**src/design/wtqs_pkg.sv**
```systemverilog
`default_nettype none

package wtqs_pkg;

   localparam int unsigned DEF_QUEUE_DEPTH = 256;

   localparam int unsigned VALUE_W    = 32;
   localparam int unsigned CAP_W      = 9;
   localparam int unsigned WEIGHT_W   = 8;
   localparam int unsigned CSR_ADDR_W = 4;
   localparam int unsigned CSR_DATA_W = 32;
   localparam int unsigned REG_IDX_W  = CSR_ADDR_W - 2;

   localparam logic [REG_IDX_W-1:0] REG_NORMAL_CAP   = 2'd0;
   localparam logic [REG_IDX_W-1:0] REG_PRIORITY_CAP = 2'd1;
   localparam logic [REG_IDX_W-1:0] REG_WEIGHT       = 2'd2;

   localparam logic KIND_ENQ = 1'b0;
   localparam logic KIND_DEQ = 1'b1;

   localparam logic [CAP_W-1:0]    CAP_RESET    = 9'd256;
   localparam logic [WEIGHT_W-1:0] WEIGHT_RESET = 8'd2;

   typedef struct packed {
      logic enq;
      logic deq;
      logic capture;
      logic load_out;
   } cmd_type;

   typedef struct packed {
      logic out_free;
   } status_type;

endpackage

`default_nettype wire

```
**src/design/wtqs_ctrl.sv**
```systemverilog
`default_nettype none

module wtqs_ctrl
   import wtqs_pkg::*;
(
   input  wire logic       clock,
   input  wire logic       reset,
   input  wire logic       req_tvalid,
   output logic            req_tready,
   input  wire logic       req_kind,
   input  wire status_type status,
   output cmd_type         cmd
);

   localparam logic [1:0] ST_IDLE    = 2'd0;
   localparam logic [1:0] ST_READ    = 2'd1;
   localparam logic [1:0] ST_DELIVER = 2'd2;

   logic [1:0] state_ff;
   logic [1:0] state_in;
   logic       accept;

   assign req_tready = (state_ff == ST_IDLE);
   assign accept     = req_tvalid && req_tready;

   always_comb begin
      cmd          = '0;
      cmd.enq      = accept && (req_kind == KIND_ENQ);
      cmd.deq      = accept && (req_kind == KIND_DEQ);
      cmd.capture  = (state_ff == ST_READ);
      cmd.load_out = (state_ff == ST_DELIVER) && status.out_free;
   end

   always_comb begin
      state_in = state_ff;
      unique case (state_ff)
         ST_IDLE: begin
            if (cmd.enq) begin
               state_in = ST_DELIVER;
            end else if (cmd.deq) begin
               state_in = ST_READ;
            end
         end
         ST_READ: begin
            state_in = ST_DELIVER;
         end
         ST_DELIVER: begin
            if (status.out_free) begin
               state_in = ST_IDLE;
            end
         end
         default: begin
            state_in = ST_IDLE;
         end
      endcase
   end

   always_ff @(posedge clock) begin
      if (reset) begin
         state_ff <= ST_IDLE;
      end else begin
         state_ff <= state_in;
      end
   end

   a_accept_leaves_idle: assert property (@(posedge clock) disable iff (reset)
      accept |=> (state_ff != ST_IDLE))
      else $error("transaction accepted but controller stayed idle");

   a_read_then_deliver: assert property (@(posedge clock) disable iff (reset)
      (state_ff == ST_READ) |=> (state_ff == ST_DELIVER))
      else $error("read data not captured in the following cycle");

   a_deliver_waits: assert property (@(posedge clock) disable iff (reset)
      ((state_ff == ST_DELIVER) && !status.out_free) |=> (state_ff == ST_DELIVER))
      else $error("result left before the output register was free");

endmodule

`default_nettype wire

```
**config.mk**
```make
export PLATFORM = sky130hd
export DESIGN_NAME = wtqs_ctrl
export DESIGN_NICKNAME = d
export VERILOG_FILES = /design/src/design/wtqs_pkg.sv /design/src/design/wtqs_ctrl.sv
export SDC_FILE = /design/constraint.sdc
export NUM_CORES = 1
export LEC_CHECK = 0
export BUFFER_PORTS_ARGS = -buffer_cell sky130_fd_sc_hd__buf_2
export CORE_AREA = 2 2 39 41
export DETAILED_ROUTE_END_ITERATION = 8
export DIE_AREA = 0 0 41 43
export PLACE_DENSITY = 0.38
export SYNTH_ARGS = -nofsm -noshare
export SYNTH_HDL_FRONTEND = slang
export SYNTH_SLANG_ARGS = --single-unit
```
**constraint.sdc**
```tcl
create_clock -name clock -period 0.8 [get_ports clock]
set_input_delay 0.16 -clock clock [delete_from_list [all_inputs] [get_ports clock]]
set_output_delay 0.16 -clock clock [all_outputs]
set_load 0.01 [all_outputs]
```
Word-level counts from Yosys, hierarchy flattened
Cells that the tools add are included.
W data, S select, Z words.
{"block": "word_totals", "regBits": 2, "in_bits": 5, "out_inout_bits": 5}
{"block": "classes", "eq_ne": 4, "n_mux": 4, "n_bitwise": 1, "n_reduce_logical": 6}
{"cell": "$mux W2", "n": 3}
{"cell": "$pmux W2 S3", "n": 1}
{"cell": "$logic_and A1 B1 Y1", "n": 4}
{"cell": "$ne A3 B1 Y1 const B", "n": 1}
{"cell": "$eq A2 B1 Y1 const B", "n": 1}
{"cell": "$eq A2 B2 Y1 const B", "n": 1}
{"cell": "$logic_not A2 Y1", "n": 1}
{"cell": "$ne A2 B2 Y1 const B", "n": 1}
{"cell": "$reduce_and A2 Y1", "n": 1}
{"cell": "$not A1 Y1", "n": 1}

Depth between registers and ports, before layout
{"block": "logic_depth", "depth_word": 6, "depth_mapped": 2, "depth_no_buf": 2}

Least setup slack after synthesis
OpenSTA, ideal clock, no wires.
{"block": "synth_path", "kind": "register -> output", "startpoint": "register state_ff[1]", "endpoint": "output port cmd[3] in the netlist's numbering", "t_arrival_ps": 815, "required_time_ps": 640, "setup_slack_ps": -175, "stages_incl_launch_ff": 2, "n_path_buf": 0, "cell_sequence": "dfxtp_1 -> nor4b_1"}
{"item": "start: declaration", "line": "wtqs_ctrl.sv:19", "text": "logic [1:0] state_ff;"}
{"item": "start signal: assignment", "line": "wtqs_ctrl.sv:62", "text": "state_ff <= state_in;"}
{"item": "end: declaration", "line": "wtqs_ctrl.sv:12", "text": "output cmd_type cmd"}

==> flow_summary.ini <==
[detailed_routing]
post-route-drc-count = 0
post_drt_via_cell_ratio = 3.46
drt.antenna.violating_nets = 0
totalWireLength_um = 365
detailedRoute.firstIterationViolations = 3
dr.pass1.iters = 2
routedWlPerCell_um = 8.90
dr_total_vias = 142

[grt]
gr-total-overflow = 0
grt_antenna_before_repair = 0
grt_pass1_vias = 161
grt_start_max_net_pins = 6
grt_first_pass_wirelength_um = 607
globalRouteTotalUtil_pct = 6.21

[floorplanning]
dieArea_um2 = 1760
num_io_pins = 10
placementRows = 14
starting_density_pct = 8.50
die_width_um = 41
core-area_um2 = 1380
die_height_um = 43

[worst_setup_path]
slowest_stage = dfxtp_4
path_cells = nor2_4, and3_4, buf_6
timing.critical_path.to_type = primary output
setup.worst_path.class = reg2out
worst_ep_required_ns = 0.64
setup.worst_path.start_class = register
gate_family_responsible_for_the_most_delay_along_the_worst_path = flip-flops
critical_path.max_fanout = 5
critPathBufInv = 1
max_stage_delay_ns = 0.36
critPathArrivalTime_ns = 1.00

[pwr]
areal_power_density_over_the_cells_nw_per_um2 = 1640
power_switching_share_pct = 23.8
clock_power_share_pct = 46.6
power.sequential.fraction_pct = 25.9
worst_ir_drop_vdd_mv = 0.348
power_report.internal_total_mw = 0.355
leakagePower_nw = 0.129
power.switching_mw = 0.111
totalPowerFinal_mw = 0.465
combPwrFrac_pct = 27.6

[synth]
post_synth_inst_count = 11
ys_seq_area_share_pct = 34.0
yosys_warnings = 0
syn-cell-area_um2 = 118
avgSynthCellArea_um2 = 10.7
yosys.cell_types.count = 10
mappedNetlistNets = 16
synthesized_flop_and_latch_total = 2

[cells_and_area]
antenna_cells = 0
finalNonFillerCells = 41
final_layout_size_suffix_gt1_share_pct = 88.0
fin_nets = 32
fillCellCount = 153
syn_to_final_growth_pct = 141
largest_registers_ranked_by_flip_flop_count = state_ff (2)
mostFrequentLayoutCell = buf_6
largest_register_ffs = 2
final_cell_mix = buf_6 (6), buf_2 (5), clkbuf_4 (3)
regMostFlops = state_ff

[timing]
max_clock_freq_ghz = 0.865
worst_slew_margin_rel_pct = 88.4
final_min_period_over_clock_period_pct = 145
grt_setup_unrepaired = yes
hold_ws_ns = 0.115
setup_violating_endpoint_count_in_the_final_report = 6
setup_ws_ns = -0.356
finalWorstPathRequiredPeriod_ns = 1.16
worst_slew_pin_slew_ns = 0.173
finalMaxSlewViolations = 0
hold_viol = 0
finClkSkew_ns = 0.00114

[clock_network]
tritoncts = yes
clock_latency_on_the_worst_skew_pair_ns = 0.22
number_of_cts_inserted_buffers = 3
htree_num_levels = 1
clock-sinks = 2
ctsHoldBuffers = 0
cts.reportedPaths.clkPinSlew_ns = 0.03
clock_tree.root_cell = clkbuf_4
clock_buffer_depth = 2

[place]
dp.cells = 37
gp_congestion = 0.549
io_buffers = 9
post-place-ws_ns = -0.124

[flow_run]
maxCapViolations = 0

[outcome]
status = complete, but fails checks
violations_in_the_final_reports = setup timing

[worst_hold_path]
hold_path.class = in2reg
==> worst paths after layout <==
kind / from / slack (ns) / cells after the start / to
setup / recovery: state_ff[0] / -0.36 / 3 / cmd[2]
hold / removal: reset / 0.12 / 2 / state_ff[1]
setup reg to reg: state_ff[0] / -0.05 / 3 / state_ff[0]
hold reg to reg: state_ff[1] / 0.59 / 2 / state_ff[1]
==> cells in the mapped netlist <==
| library cell | instances | area, um^2 |
|---|---|---|
| dfxtp_1 | 2 | 40.0 |
| a211oi_2 | 1 | 12.5 |
| and2b_2 | 1 | 8.76 |
| and3_2 | 1 | 7.51 |
| and3b_2 | 1 | 10.0 |
| and4b_1 | 1 | 10.0 |
| nand2b_1 | 1 | 6.26 |
| nor2_2 | 1 | 6.26 |
| nor4b_1 | 1 | 8.76 |
| o21a_1 | 1 | 7.51 |
==> power by group through the flow <==
| stage | Clock, mW | Sequential (mW) | Combinational (mW) |
|---|---|---|---|
| final | 0.217 | 0.120 | 0.128 |
| after global routing | 0.254 | 0.122 | 0.139 |
| after global placement | 0 | 0.125 | 0.0928 |
| after detailed placement | 0 | 0.125 | 0.0933 |
| after CTS | 0.236 | 0.123 | 0.118 |
| after floorplan | 0 | 0.123 | 0.0496 |
==> through the flow <==
stage                     setup TNS [ns]  utilization [%]  area, um^2
after detailed placement          -0.522             15.6         216
after global placement            -0.530             15.6         216
after global routing               -1.94             20.5         284
after floorplan                  -0.0692                -         144
after CTS                          -1.70             19.3         268
final                              -1.59             20.5         284
==> what timing repair did <==
item                                    in CTS  in global routing
resized for setup                            4                  4
buffers inserted                             1                  0
endpoints found under the setup margin       7                  7
pin swaps                                    2                  3
gates cloned                                 0                  0
==> layout make-up <==
cell class                      instances  area, um^2  share of cell area, %
Clock buffer                            3        22.5                   7.93
Multi-Input combinational cell          9         101                   35.7
Sequential cell                         2        47.5                   16.7
Tap cell                               16        20.0                   7.05
Timing Repair Buffer                   11        92.6                   32.6
==> kinds of logic (layout without fill, tap and decap cells) <==
family / after synthesis / after routing / synth area share (%)
simple gates: 7 / 7 / 48.9
buf+inv: 0 / 14 / 0
flops: 2 / 2 / 34.0
compound gates: 2 / 2 / 17.0
==> layer usage <==
metal | vias to the layer above | GRT usage [%] | wire, um
li1 | 70 | - | -
met1 | 62 | 4.47 | 137
met2 | 10 | 7.19 | 164
met3 | 0 | 6.81 | 64
met4 | 0 | 8.00 | 0
met5 | - | 0 | 0
No activity file was read; power rests on OpenSTA's default activity.
